File: src/rtl/threshold_partial_insertion_sort_unit_macros.svh
// ----------------------------------------------------------------------------
// Assertion macros for the threshold partial insertion sort unit
// Property wrappers that sample on clk_i and are disabled during reset.
// ----------------------------------------------------------------------------
`ifndef THRESHOLD_PARTIAL_INSERTION_SORT_UNIT_MACROS_SVH
`define THRESHOLD_PARTIAL_INSERTION_SORT_UNIT_MACROS_SVH

// Check that cons holds in the same cycle as ante
`define TPIS_ASSERT_SAME(lbl, ante, cons, msg) \
  lbl: assert property (@(posedge clk_i) disable iff (!rst_ni) (ante) |-> (cons)) \
    else $error(msg);

// Check that cons holds in the cycle after ante
`define TPIS_ASSERT_NEXT(lbl, ante, cons, msg) \
  lbl: assert property (@(posedge clk_i) disable iff (!rst_ni) (ante) |=> (cons)) \
    else $error(msg);

`endif

File: src/rtl/tpis_pkg.sv
// ----------------------------------------------------------------------------
// tpis_pkg
// Shared types, constants and helpers of the threshold partial insertion sort.
// ----------------------------------------------------------------------------
package tpis_pkg;

  // Default list capacity
  localparam int MAX_ITEMS_DEF = 64;

  // Sort key: position score plus ordering bias
  localparam int KEY_W = 25;

  // Input item
  typedef struct packed {
    logic [31:0]        move_code;
    logic signed [15:0] position_score;
    logic signed [15:0] material_score;
    logic signed [23:0] ordering_bias;
    logic               last_in;
  } item_t;

  // Result item
  typedef struct packed {
    logic [31:0]        out_move_code;
    logic signed [15:0] out_position_score;
    logic signed [15:0] out_material_score;
    logic signed [23:0] out_ordering_bias;
    logic               last_out;
  } res_t;

  // Stored record
  typedef struct packed {
    logic [31:0]        move_code;
    logic signed [15:0] position_score;
    logic signed [15:0] material_score;
    logic signed [23:0] ordering_bias;
  } rec_t;

  // Controller to datapath commands
  typedef struct packed {
    logic ins_p;     // insert new record into the sorted prefix
    logic app_t;     // append new record to the tail
    logic rot_t;     // move tail head to the tail end
    logic pop_p;     // emit prefix head and shift the prefix
    logic pop_t;     // emit tail head and shift the tail
    logic out_last;  // emitted item closes the list
  } cmd_t;

  // Datapath to controller status
  typedef struct packed {
    logic key_pass;  // new record's key reaches the threshold
  } sts_t;

  // Strip the list flag off an item
  function automatic rec_t item_rec(item_t it);
    rec_t r;
    r.move_code      = it.move_code;
    r.position_score = it.position_score;
    r.material_score = it.material_score;
    r.ordering_bias  = it.ordering_bias;
    return r;
  endfunction

  // Sign-extended sum of position score and ordering bias
  function automatic logic signed [KEY_W-1:0] key_of(rec_t r);
    return KEY_W'(r.position_score) + KEY_W'(r.ordering_bias);
  endfunction

endpackage

File: src/rtl/tpis_ctrl.sv
// ----------------------------------------------------------------------------
// tpis_ctrl
// Controller: tracks prefix and tail fill counts, decides where each item
// goes and sequences the emission of the finished list.
// ----------------------------------------------------------------------------
module tpis_ctrl #(
  parameter int MAX_ITEMS = tpis_pkg::MAX_ITEMS_DEF,
  localparam int CW = $clog2(MAX_ITEMS + 1)
) (
  input  logic           clk_i,
  input  logic           rst_ni,
  input  logic           start,
  input  logic           item_last_i,
  input  tpis_pkg::sts_t sts_i,
  output logic           busy,
  output logic           res_valid_o,
  output tpis_pkg::cmd_t cmd_o,
  output logic [CW-1:0]  plen_o,
  output logic [CW-1:0]  tlen_o
);
  import tpis_pkg::*;

  typedef enum logic [0:0] {
    ST_IDLE,
    ST_EMIT
  } state_e;

  state_e        state_q;
  logic [CW-1:0] plen_q;
  logic [CW-1:0] tlen_q;
  logic [CW-1:0] total;
  logic          accept;
  logic          room;

  assign total  = plen_q + tlen_q;
  assign accept = start && (state_q == ST_IDLE);
  assign room   = total < CW'(MAX_ITEMS);

  // Decode commands for this cycle
  always_comb begin
    cmd_o = '0;
    if (accept && room) begin
      if ((total == '0) || sts_i.key_pass) begin
        cmd_o.ins_p = 1'b1;
        cmd_o.rot_t = (tlen_q != '0);
      end else begin
        cmd_o.app_t = 1'b1;
      end
    end
    if (state_q == ST_EMIT) begin
      cmd_o.pop_p    = (plen_q != '0);
      cmd_o.pop_t    = (plen_q == '0);
      cmd_o.out_last = (total == CW'(1));
    end
  end

  // Hold state and fill counts
  always_ff @(posedge clk_i or negedge rst_ni) begin
    if (!rst_ni) begin
      state_q <= ST_IDLE;
      plen_q  <= '0;
      tlen_q  <= '0;
    end else begin
      case (state_q)
        ST_IDLE: begin
          if (accept) begin
            if (cmd_o.ins_p) begin
              plen_q <= plen_q + CW'(1);
            end else if (cmd_o.app_t) begin
              tlen_q <= tlen_q + CW'(1);
            end
            if (item_last_i) begin
              state_q <= ST_EMIT;
            end
          end
        end
        ST_EMIT: begin
          if (plen_q != '0) begin
            plen_q <= plen_q - CW'(1);
          end else begin
            tlen_q <= tlen_q - CW'(1);
          end
          if (total == CW'(1)) begin
            state_q <= ST_IDLE;
          end
        end
        default: begin
          state_q <= ST_IDLE;
        end
      endcase
    end
  end

  assign busy        = (state_q == ST_EMIT);
  assign res_valid_o = (state_q == ST_EMIT);
  assign plen_o      = plen_q;
  assign tlen_o      = tlen_q;

endmodule

File: config.mk
export PLATFORM = sky130hd
export DESIGN_NAME = tpis_ctrl
export DESIGN_NICKNAME = d
export VERILOG_FILES = /design/src/rtl/threshold_partial_insertion_sort_unit_macros.svh /design/src/rtl/tpis_pkg.sv /design/src/rtl/tpis_ctrl.sv
export SDC_FILE = /design/constraint.sdc
export NUM_CORES = 1
export LEC_CHECK = 0
export BUFFER_PORTS_ARGS = -buffer_cell sky130_fd_sc_hd__buf_2
export CAP_MARGIN = 20
export CORE_UTILIZATION = 55
export CTS_CLUSTER_DIAMETER = 50
export DETAILED_ROUTE_END_ITERATION = 7
export HOLD_SLACK_MARGIN = 0.15
export PLACE_DENSITY = 0.84
export SLEW_MARGIN = 10
export SYNTH_ARGS = -nofsm -noshare
export SYNTH_HDL_FRONTEND = slang
export SYNTH_SLANG_ARGS = --single-unit
File: constraint.sdc
create_clock -name clk_i -period 5.3 [get_ports clk_i]
set_input_delay 0.265 -clock clk_i [delete_from_list [all_inputs] [get_ports clk_i]]
set_output_delay 0.265 -clock clk_i [all_outputs]
set_load 0.01 [all_outputs]
==> flow_summary.html, run 1 <==
<table>
<tr><th>Metric</th><th>Value</th></tr>
<tr><th colspan="2">Status</th></tr>
<tr><td>Result of the run</td><td>completed</td></tr>
<tr><th colspan="2">STA</th></tr>
<tr><td>Number of pins with negative max-slew slack in the final report</td><td>0</td></tr>
<tr><td>Final period util</td><td>around 64%</td></tr>
<tr><td>Setup-violating endpoint count in the final report</td><td>0</td></tr>
<tr><td>Worst max-slew margin expressed relative to the limit</td><td>54.4%</td></tr>
<tr><td>Clock Skew</td><td>~2.4 ps</td></tr>
<tr><td>Post-layout min period</td><td>about 3400 ps</td></tr>
<tr><td>Setup TNS Final</td><td>0 ps</td></tr>
<tr><td>Tightest Pin Transition</td><td>about 680 ps</td></tr>
<tr><td>Final Hold Fails</td><td>0</td></tr>
<tr><td>RSZ-0062 raised after global routing</td><td>no</td></tr>
<tr><td>Maximum achievable frequency</td><td>approximately 300 MHz</td></tr>
<tr><th colspan="2">Placement</th></tr>
<tr><td>Post-detail-place hpwl</td><td>roughly 2800 um</td></tr>
<tr><td>Count of port buffers added during placement</td><td>26</td></tr>
<tr><td>RD Place Congestion</td><td>0.846</td></tr>
<tr><th colspan="2">Yosys</th></tr>
<tr><td>Sequential element share of the synthesized area</td><td>between 20% and 30%</td></tr>
<tr><td>Unique masters post-synth</td><td>46</td></tr>
<tr><td>Number of nets produced by synthesis</td><td>179</td></tr>
<tr><td>FFs w/ async S/R, synth</td><td>between 90% and 100%</td></tr>
<tr><td>Avg Cell Area, Syn</td><td>roughly 10 um2</td></tr>
<tr><td>Number of synthesized flops with an enable pin</td><td>0</td></tr>
<tr><td>Syn Std Cell Area</td><td>~0.0015 mm2</td></tr>
<tr><td>Predominant post-synthesis flop cell</td><td>dfrtp_1</td></tr>
<tr><td>Synthesized instance count</td><td>about 160</td></tr>
<tr><td>Synthesized flop and latch total</td><td>15</td></tr>
<tr><td>Number of warnings reported in the yosys synthesis log</td><td>0</td></tr>
<tr><th colspan="2">Routing</th></tr>
<tr><td>Wire per inst</td><td>between 15 and 20 um</td></tr>
<tr><td>Residual DRC count</td><td>0</td></tr>
<tr><td>Starting DRC count in detailed routing</td><td>16</td></tr>
<tr><td>Detailed-route vias per instance</td><td>6.23</td></tr>
<tr><td>Initial DRT Pass Iterations</td><td>4</td></tr>
<tr><td>Routed via count</td><td>approximately 1300</td></tr>
<tr><td>Final routed wirelength across all metal layers</td><td>around 3600 um</td></tr>
<tr><td>Count of antenna-violating nets left after detailed routing</td><td>0</td></tr>
<tr><th colspan="2">Worst setup path</th></tr>
<tr><td>Crit-path max FO</td><td>8</td></tr>
<tr><td>Setup crit end kind</td><td>output port</td></tr>
<tr><td>Crit path kind</td><td>flop to output port</td></tr>
<tr><td>Data arrival time of the worst path</td><td>3110 ps</td></tr>
<tr><td>Required arrival time at the worst endpoint</td><td>between 5000 and 6000 ps</td></tr>
<tr><td>CP Launch Type</td><td>flop</td></tr>
<tr><th colspan="2">Global route</th></tr>
<tr><td>Global-route total usage across every layer</td><td>between 20% and 30%</td></tr>
<tr><td>Grt ovf</td><td>0</td></tr>
<tr><td>Maximum number of pins on one net before global-route repair</td><td>21</td></tr>
<tr><td>Antenna violations before repair</td><td>0</td></tr>
<tr><td>Via count of the first global-routing pass</td><td>1239</td></tr>
<tr><td>First-pass GRT wire length</td><td>~5600 um</td></tr>
<tr><th colspan="2">Flow run</th></tr>
<tr><td>Maximum Capacitance Violations</td><td>0</td></tr>
<tr><th colspan="2">Clock tree</th></tr>
<tr><td>Number of CTS-inserted buffers</td><td>3</td></tr>
<tr><td>Clock latency of the later-clocked register in the worst-skew pair</td><td>280 ps</td></tr>
<tr><td>Sink Count</td><td>15</td></tr>
<tr><td>CTS HTree Levels</td><td>1</td></tr>
<tr><td>TritonCTS clock tree</td><td>yes</td></tr>
<tr><td>Clock root buffer master</td><td>clkbuf_4</td></tr>
<tr><td>Clock-pin transition on the worst setup and hold timing paths</td><td>approximately 90 ps</td></tr>
<tr><td>Buffer levels on the longest clock path</td><td>2</td></tr>
<tr><th colspan="2">Floorplan</th></tr>
<tr><td>Starting density of the core</td><td>60.3%</td></tr>
<tr><td>I/O pin count</td><td>27</td></tr>
<tr><td>Die outline area</td><td>0.00303 mm2</td></tr>
<tr><td>Number of placement rows</td><td>18</td></tr>
<tr><td>Area of the core region</td><td>around 0.0026 mm2</td></tr>
<tr><td>Die span in x</td><td>around 55 um</td></tr>
<tr><td>Die Height</td><td>approximately 55 um</td></tr>
<tr><th colspan="2">Layout</th></tr>
<tr><td>Sequential Area</td><td>approximately 380 um2</td></tr>
<tr><td>Ratio of cells with drive above 1 in the final layout</td><td>roughly a quarter</td></tr>
<tr><td>Antenna diodes</td><td>0</td></tr>
<tr><td>Multi-input logic area</td><td>between 0.001 and 0.0015 mm2</td></tr>
<tr><td>Layout overhead on the synthesized area</td><td>12.7%</td></tr>
<tr><td>Nets</td><td>210</td></tr>
<tr><td>Number of fill cells</td><td>around 220</td></tr>
<tr><th colspan="2">Hold path</th></tr>
<tr><td>Type of the worst min-delay path</td><td>primary input to flop</td></tr>
</table>
## worst paths after layout
check	startpoint	to	slack, ps	cells after the start
worst min register to register	plen_o[0]	plen_o[0]	620	1
worst max register to register	tlen_o[0]	plen_o[5]	2290	8
worst max-delay path	tlen_o[0]	cmd_o[3]	1920	9
max in group asynchronous	rst_ni	tlen_o[6]	4640	2
min in group asynchronous	rst_ni	plen_o[3]	410	2
worst min-delay path	item_last_i	busy	200	2
## registers in the layout (all words and copies together), names as in the netlist
signal / flops
plen_o: 7
tlen_o: 7
busy: 1
## kinds of logic (layout without fill, tap and decap cells)
group	count (synthesis)	in the layout	synth area share (%)
AO/OA/AOI/OAI	47	47	24.5
AND/OR/NAND/NOR	41	41	15.5
adder cells (fa/ha/maj)	19	19	16.8
flip-flops	15	15	24.3
XOR/XNOR	11	11	6.23
multiplexers	11	11	9.78
buffers and inverters	11	41	2.91
## worst max-delay path: stages, from the launching register on
cell and delay [ps]:
dfrtp_1 480, ha_1 270, fa_1 450, xor2_1 210, a2111oi_2 460, o31ai_2 140, a31oi_4 320, and2_1 200
a21boi_1 140, buf_2 140
## metrics by stage
| stage | std cells | setup slack, ps | cell area [um2] | util (%) | hold WS (ps) |
|---|---|---|---|---|---|
| final | 215 | 1920 | 1740 | 67.9 | 205 |
| after global routing | 215 | 1770 | 1740 | 67.9 | 193 |
| after CTS | 215 | 1940 | 1740 | 67.9 | 201 |
| after detailed placement | 210 | 2260 | 1710 | 66.5 | 179 |
| after global placement | 210 | 2340 | 1710 | 66.5 | 177 |
| after floorplan | 155 | 2380 | 1550 | - | -30.6 |
## per-layer routing
metal  vias to the layer above  share of wire (%)  track usage [%]
li1                        644                  -                -
met3                         5                2.3             2.19
met4                         0                1.5             12.9
met5                         -                  0                0
met2                        23                 51             46.2
met1                       667                 45             33.6
## synth_stat cells (2+ instances only)
library cell | count | area (um2)
a2111oi_2 | 2 | 30.0
a211oi_1 | 2 | 15.0
a21o_1 | 4 | 30.0
a21oi_1 | 9 | 45.0
and2_1 | 2 | 12.5
and4_1 | 3 | 26.3
dfrtp_1 | 15 | 375
fa_1 | 3 | 60.1
ha_1 | 16 | 200
inv_1 | 10 | 37.5
mux2_4 | 8 | 120
mux2i_1 | 2 | 20.0
nand2_1 | 4 | 15.0
nand2b_1 | 4 | 25.0
nand3b_1 | 2 | 15.0
nor2_1 | 9 | 33.8
nor2b_1 | 3 | 18.8
nor3_1 | 3 | 15.0
nor4_1 | 2 | 12.5
o211ai_1 | 4 | 30.0
o21a_1 | 4 | 30.0
o21ai_0 | 5 | 25.0
o21bai_1 | 3 | 22.5
o31a_1 | 2 | 17.5
or2_1 | 2 | 12.5
or4_1 | 3 | 22.5
xnor2_1 | 8 | 70.1
xor2_1 | 3 | 26.3
## layout make-up
cell class	count	area share [%]
multi-input combinational	129	64.6
sequential	15	21.5
timing repair buffer	27	8.03
inverter	10	2.15
tap	30	2.15
clock buffer	4	1.51
## cells in the final DEF, fill, tap and decap left out, types with 4 or more instances in the layout
cell       n
inv_1     10
a21oi_1    9
nand2_1    4
dfrtp_1   15
o21ai_0    5
xnor2_1    8
a21o_1     4
o211ai_1   4
buf_2     26
nand2b_1   4
o21a_1     4
mux2_4     8
ha_1      16
nor2_1     9
## timing repair
item | 4_1_cts | 5_1_grt
endpoints found under the hold margin | 15 | 0
resized for setup | 0 | 0
hold buffers | 1 | 0
buffers inserted | 0 | 0
Power of run 1 is left out: the tool's default activity adds up to more than one toggle a clock period on the data nets, which glitch-free logic cannot reach.
==> run 2: changes to the inputs <==
==> constraint.sdc (replaced) <==
create_clock -name clk_i -period 3.4 [get_ports clk_i]
set_input_delay 0.17 -clock clk_i [delete_from_list [all_inputs] [get_ports clk_i]]
set_output_delay 0.17 -clock clk_i [all_outputs]
set_load 0.01 [all_outputs]
==> run 2 against run 1 <==
Via count is 1.8% lower. Die area stayed put. Critical path type unchanged. Non-clock buffer count is 4 higher. Final cell count is 1.9% higher. Largest cell class unchanged. Clock skew hardly changed. Critical path depth stayed put. Critical endpoint unchanged. Worst hold slack better by 110 ps. First-iteration DRC count is 13% higher. Highest routed layer unchanged.
==> flow_summary.html, run 2 (synthesis results as in run 1) <==
<table>
<tr><th>Metric</th><th>Value</th></tr>
<tr><th colspan="2">Status</th></tr>
<tr><td>Result of the run</td><td>completed</td></tr>
<tr><th colspan="2">Clock tree</th></tr>
<tr><td>Buffer levels on the longest clock path</td><td>2</td></tr>
<tr><td>CTS HTree Levels</td><td>1</td></tr>
<tr><td>Sink Count</td><td>15</td></tr>
<tr><td>Clock-pin transition on the worst setup and hold timing paths</td><td>~90 ps</td></tr>
<tr><td>Number of CTS-inserted buffers</td><td>3</td></tr>
<tr><td>Clock latency of the later-clocked register in the worst-skew pair</td><td>a little under 300 ps</td></tr>
<tr><td>Clock root buffer master</td><td>clkbuf_4</td></tr>
<tr><td>TritonCTS clock tree</td><td>yes</td></tr>
<tr><th colspan="2">Global route</th></tr>
<tr><td>Met3 GRT Util</td><td>under 10%</td></tr>
<tr><td>Global-route total usage across every layer</td><td>a little over a quarter</td></tr>
<tr><td>Global-route track usage on met1</td><td>roughly 34%</td></tr>
<tr><td>Busiest grt layer</td><td>met2</td></tr>
<tr><td>Via count of the first global-routing pass</td><td>1281</td></tr>
<tr><td>Grt ovf</td><td>0</td></tr>
<tr><td>Antenna violations before repair</td><td>0</td></tr>
<tr><td>Maximum number of pins on one net before global-route repair</td><td>21</td></tr>
<tr><td>First-pass GRT wire length</td><td>between 5000 and 6000 um</td></tr>
<tr><td>Met2 track demand over resource</td><td>between 40% and 50%</td></tr>
<tr><th colspan="2">Hold path</th></tr>
<tr><td>Type of the worst min-delay path</td><td>primary input to asynchronous set/reset pin</td></tr>
<tr><th colspan="2">Routing</th></tr>
<tr><td>Initial DRT Pass Iterations</td><td>4</td></tr>
<tr><td>Count of antenna-violating nets left after detailed routing</td><td>0</td></tr>
<tr><td>Routed via count</td><td>between 1000 and 1500</td></tr>
<tr><td>Residual DRC count</td><td>0</td></tr>
<tr><td>Wire per inst</td><td>around 17 um</td></tr>
<tr><td>Detailed-route vias per instance</td><td>6.00</td></tr>
<tr><td>Starting DRC count in detailed routing</td><td>18</td></tr>
<tr><td>Final routed wirelength across all metal layers</td><td>between 3000 and 4000 um</td></tr>
<tr><th colspan="2">Worst setup path</th></tr>
<tr><td>Worst setup path startpoint</td><td>plen_o[0]</td></tr>
<tr><td>Data arrival time of the worst path</td><td>3050 ps</td></tr>
<tr><td>CP Launch Type</td><td>flop</td></tr>
<tr><td>Worst setup slack for register-to-register paths</td><td>around 420 ps</td></tr>
<tr><td>Worst flop-to-flop path endpoint</td><td>plen_o[3]</td></tr>
<tr><td>Crit-path max FO</td><td>6</td></tr>
<tr><td>Crit path kind</td><td>flop to output port</td></tr>
<tr><td>Required arrival time at the worst endpoint</td><td>3230 ps</td></tr>
<tr><td>RR Startpoint</td><td>plen_o[0]</td></tr>
<tr><td>Setup crit end kind</td><td>output port</td></tr>
<tr><td>Cell depth of the worst flop-to-flop path</td><td>8</td></tr>
<tr><th colspan="2">Floorplan</th></tr>
<tr><td>Area of the core region</td><td>between 0.002 and 0.003 mm2</td></tr>
<tr><td>Die span in x</td><td>55.0 um</td></tr>
<tr><td>Die Height</td><td>approximately 55 um</td></tr>
<tr><td>Die outline area</td><td>about 0.003 mm2</td></tr>
<tr><td>Number of placement rows</td><td>18</td></tr>
<tr><td>I/O pin count</td><td>27</td></tr>
<tr><td>Starting density of the core</td><td>approximately three fifths</td></tr>
<tr><th colspan="2">Layout</th></tr>
<tr><td>Top library cells by usage in the layout, fill and taps aside</td><td>buf_2, ha_1, dfrtp_1, inv_1</td></tr>
<tr><td>Leading cell type in the layout, fill and taps excluded</td><td>buf_2</td></tr>
<tr><td>Multi-input logic area</td><td>approximately 0.0012 mm2</td></tr>
<tr><td>Sequential Area</td><td>375 um2</td></tr>
<tr><td>Layout overhead on the synthesized area</td><td>16.4%</td></tr>
<tr><td>Ratio of cells with drive above 1 in the final layout</td><td>26.5%</td></tr>
<tr><td>Antenna diodes</td><td>0</td></tr>
<tr><td>Nets</td><td>between 200 and 250</td></tr>
<tr><td>Number of fill cells</td><td>approximately 200</td></tr>
<tr><th colspan="2">Placement</th></tr>
<tr><td>RD Place Congestion</td><td>between 0.8 and 0.9</td></tr>
<tr><td>Count of port buffers added during placement</td><td>26</td></tr>
<tr><td>Post-placement worst setup slack</td><td>between 300 and 400 ps</td></tr>
<tr><td>Post-detail-place hpwl</td><td>slightly below 3000 um</td></tr>
<tr><th colspan="2">STA</th></tr>
<tr><td>Worst max-slew margin expressed relative to the limit</td><td>slightly above 70%</td></tr>
<tr><td>Number of pins with negative max-slew slack in the final report</td><td>0</td></tr>
<tr><td>Maximum achievable frequency</td><td>310 MHz</td></tr>
<tr><td>Setup TNS Final</td><td>0 ps</td></tr>
<tr><td>RSZ-0062 raised after global routing</td><td>no</td></tr>
<tr><td>Post-layout worst setup margin</td><td>roughly 180 ps</td></tr>
<tr><td>Setup-violating endpoint count in the final report</td><td>0</td></tr>
<tr><td>Post-layout min period</td><td>3220 ps</td></tr>
<tr><td>Clock Skew</td><td>between 2 and 2.5 ps</td></tr>
<tr><td>Final period util</td><td>between 90% and 100%</td></tr>
<tr><td>Tightest Pin Transition</td><td>approximately 430 ps</td></tr>
<tr><td>Final Hold Fails</td><td>0</td></tr>
<tr><th colspan="2">Flow run</th></tr>
<tr><td>Maximum Capacitance Violations</td><td>0</td></tr>
</table>
-- run 2: cell count changes in the layout (fill, tap and decap cells not counted), sizes merged --
cell,change
buf,+3
dlygate4sd3,+1
-- run 2: through the flow --
| step | instances | hold slack [ps] | area (um2) | utilization [%] |
|---|---|---|---|---|
| floorplan | 155 | -126 | 1550 | - |
| global placement | 211 | 89.4 | 1720 | 66.8 |
| detailed placement | 211 | 100 | 1720 | 66.8 |
| CTS | 217 | 315 | 1760 | 68.6 |
| global route | 219 | 331 | 1800 | 70.2 |
| finish | 219 | 313 | 1800 | 70.2 |
-- run 2: layout make-up --
cell class                 count  area share [%]
tap                           30            2.08
timing repair buffer          31            9.58
sequential                    15            20.8
multi-input combinational    129            64.0
inverter                      10            2.08
clock buffer                   4            1.46
-- run 2: timing repair --
action	CTS	global route
hold endpoints to repair	16	0
resized for setup	0	2
endpoints found under the setup margin	0	1
hold buffers	2	0
setup buffers	0	2
-- run 2: worst max-delay path by stage --
stage	end	slack [ps]	cells after the start
floorplan	cmd_o[3]	570	8
global placement	cmd_o[3]	450	9
detailed placement	cmd_o[3]	370	9
CTS	cmd_o[3]	30	9
global route	cmd_o[3]	40	9
finish	cmd_o[3]	180	9
-- run 2: metal layers --
| layer | part of all wire [%] | vias up |
|---|---|---|
| li1 | - | 647 |
| met1 | 45 | 641 |
| met2 | 52 | 22 |
| met3 | 2.4 | 5 |
| met4 | 1.1 | 0 |
| met5 | 0 | - |
-- run 2: worst max-delay path: stages (launching register included) --
cell	delay, ps
dfrtp_1	470
ha_1	280
fa_1	500
or2_1	280
a2111oi_4	350
o31ai_2	120
a31oi_4	230
and2_1	190
a21boi_1	180
buf_2	160
Power of run 2 is left out for the same reason.
==> run 3: changes to the inputs <==
--- a/config.mk
+++ b/config.mk
@@ -12,6 +12,8 @@
 export DETAILED_ROUTE_END_ITERATION = 7
 export HOLD_SLACK_MARGIN = 0.15
 export PLACE_DENSITY = 0.84
+export REMOVE_ABC_BUFFERS = 1
+export SKIP_CTS_REPAIR_TIMING = 1
 export SLEW_MARGIN = 10
 export SYNTH_ARGS = -nofsm -noshare
 export SYNTH_HDL_FRONTEND = slang
==> run 3 against run 2 <==
Design area is 0.90% lower. Largest cell class unchanged. Sequential share of layout area is 0.19 points higher. Die area did not move. Critical path depth unchanged. Routed wire length grew 3.5%. Worst setup slack got worse by 25 ps. First-iteration DRC count is 17% higher. Non-clock buffer count up 1. Critical endpoint unchanged.
==> flow_summary.html, run 3 (synthesis results as in run 1) <==
<table>
<tr><th>Metric</th><th>Value</th></tr>
<tr><th colspan="2">Layout</th></tr>
<tr><td>Ratio of cells with drive above 1 in the final layout</td><td>27.4%</td></tr>
<tr><td>Top library cells by usage in the layout, fill and taps aside</td><td>buf_2, ha_1, dfrtp_1, inv_1</td></tr>
<tr><td>Nets</td><td>around 220</td></tr>
<tr><td>Layout overhead on the synthesized area</td><td>15.4%</td></tr>
<tr><td>Leading cell type in the layout, fill and taps excluded</td><td>buf_2</td></tr>
<tr><td>Antenna diodes</td><td>0</td></tr>
<tr><th colspan="2">Clock tree</th></tr>
<tr><td>Clock latency of the later-clocked register in the worst-skew pair</td><td>300 ps</td></tr>
<tr><td>CTS HTree Levels</td><td>1</td></tr>
<tr><td>TritonCTS clock tree</td><td>yes</td></tr>
<tr><td>Buffer levels on the longest clock path</td><td>2</td></tr>
<tr><td>Number of CTS-inserted buffers</td><td>3</td></tr>
<tr><td>Clock root buffer master</td><td>clkbuf_4</td></tr>
<tr><td>Sink Count</td><td>15</td></tr>
<tr><td>Clock-pin transition on the worst setup and hold timing paths</td><td>~100 ps</td></tr>
<tr><th colspan="2">STA</th></tr>
<tr><td>Tightest Pin Transition</td><td>about 450 ps</td></tr>
<tr><td>Worst max-slew margin expressed relative to the limit</td><td>a little over two thirds</td></tr>
<tr><td>Maximum achievable frequency</td><td>~300 MHz</td></tr>
<tr><td>Final Hold Fails</td><td>0</td></tr>
<tr><td>Post-layout min period</td><td>approximately 3200 ps</td></tr>
<tr><td>Final period util</td><td>a little over nine tenths</td></tr>
<tr><td>Setup-violating endpoint count in the final report</td><td>0</td></tr>
<tr><td>Smallest hold slack</td><td>between 300 and 400 ps</td></tr>
<tr><td>Clock Skew</td><td>12.2 ps</td></tr>
<tr><td>Number of pins with negative max-slew slack in the final report</td><td>0</td></tr>
<tr><th colspan="2">Hold path</th></tr>
<tr><td>Type of the worst min-delay path</td><td>primary input to asynchronous set/reset pin</td></tr>
<tr><th colspan="2">Routing</th></tr>
<tr><td>Starting DRC count in detailed routing</td><td>21</td></tr>
<tr><td>Initial DRT Pass Iterations</td><td>4</td></tr>
<tr><td>Wire per inst</td><td>around 18 um</td></tr>
<tr><td>Final routed wirelength across all metal layers</td><td>3870 um</td></tr>
<tr><td>Residual DRC count</td><td>0</td></tr>
<tr><td>Detailed-route vias per instance</td><td>approximately 6.2</td></tr>
<tr><td>Count of antenna-violating nets left after detailed routing</td><td>0</td></tr>
<tr><td>Routed via count</td><td>between 1000 and 1500</td></tr>
<tr><th colspan="2">Worst setup path</th></tr>
<tr><td>Cell chain of the critical path</td><td>ha_1 &gt; fa_1 &gt; or2_1 &gt; a2111oi_2 &gt; o31ai_2 &gt; a31oi_4 &gt; and2_1 &gt; a21boi_1 &gt; buf_2</td></tr>
<tr><td>Buf+Inv Stages, Crit Path</td><td>1</td></tr>
<tr><td>CP Launch Type</td><td>flop</td></tr>
<tr><td>Data arrival time of the worst path</td><td>3080 ps</td></tr>
<tr><td>CP max stage delay</td><td>480 ps</td></tr>
<tr><td>Crit path kind</td><td>flop to output port</td></tr>
<tr><td>Required arrival time at the worst endpoint</td><td>roughly 3200 ps</td></tr>
<tr><td>Critical path's top delay family</td><td>compound AO/OA/AOI/OAI gates</td></tr>
<tr><td>Worst-path cell with the longest stage delay</td><td>dfrtp_1</td></tr>
<tr><td>Setup crit end kind</td><td>output port</td></tr>
<tr><td>Crit-path max FO</td><td>6</td></tr>
<tr><th colspan="2">Global route</th></tr>
<tr><td>Global-route total usage across every layer</td><td>29.5%</td></tr>
<tr><td>Grt ovf</td><td>0</td></tr>
<tr><td>First-pass GRT wire length</td><td>slightly above 6000 um</td></tr>
<tr><td>Via count of the first global-routing pass</td><td>1289</td></tr>
<tr><td>Maximum number of pins on one net before global-route repair</td><td>21</td></tr>
<tr><td>Antenna violations before repair</td><td>0</td></tr>
<tr><th colspan="2">Floorplan</th></tr>
<tr><td>Die outline area</td><td>0.00303 mm2</td></tr>
<tr><td>Starting density of the core</td><td>between 60 and 70%</td></tr>
<tr><td>Die Height</td><td>55.0 um</td></tr>
<tr><td>Area of the core region</td><td>~0.0026 mm2</td></tr>
<tr><td>I/O pin count</td><td>27</td></tr>
<tr><td>Die span in x</td><td>55.0 um</td></tr>
<tr><td>Number of placement rows</td><td>18</td></tr>
<tr><th colspan="2">Placement</th></tr>
<tr><td>Post-detail-place hpwl</td><td>between 3000 and 4000 um</td></tr>
<tr><td>Count of port buffers added during placement</td><td>26</td></tr>
<tr><td>RD Place Congestion</td><td>just over 0.8</td></tr>
<tr><th colspan="2">Flow run</th></tr>
<tr><td>Maximum Capacitance Violations</td><td>0</td></tr>
<tr><th colspan="2">Status</th></tr>
<tr><td>Result of the run</td><td>completed</td></tr>
</table>
## run 3: cell types whose count changed in the layout (fill, tap and decap cells not counted), sizes merged
cell / previous run / this run
buf: 29 / 30
clkbuf: 4 / 3
clkinv: 0 / 1
## run 3: worst paths after layout
| check | from | endpoint | slack (ps) | cells after the start |
|---|---|---|---|---|
| hold reg to reg | tlen_o[0] | tlen_o[0] | 640 | 1 |
| hold / removal | rst_ni | plen_o[5] | 300 | 2 |
| setup / recovery | plen_o[0] | cmd_o[3] | 150 | 9 |
| max in group asynchronous | rst_ni | tlen_o[6] | 2820 | 2 |
| setup reg to reg | plen_o[0] | plen_o[2] | 370 | 8 |
| min in group clk_i | start | busy | 350 | 3 |
## run 3: cell type report
type                    count  area [um2]
clock buffers               3        22.5
clock inverters             1        5.00
fillers                   218         782
inverters                  10        37.5
multi-input cells         129        1130
flip-flops and latches     15         375
well taps                  30        37.5
repair buffers             32         180
## run 3: layer usage
metal	wire (um)	GRT usage (%)	vias to the layer above
met3	102	0.820	8
li1	-	-	650
met5	0	0	-
met1	1620	36.7	671
met2	2080	53.0	34
met4	70	12.5	0
## run 3: metrics by stage
stage                     util [%]  setup TNS [ps]  worst slack (ps)  area (um2)  cells
after CTS                     67.9           -4.45             -4.45        1740    215
final                         69.5               0               154        1790    220
after detailed placement      66.8               0               345        1720    211
after global routing          69.5          -0.381            -0.381        1790    220
after global placement        66.8               0               455        1720    211
after floorplan                  -               0               575        1540    154
Power of run 3 is left out for the same reason.
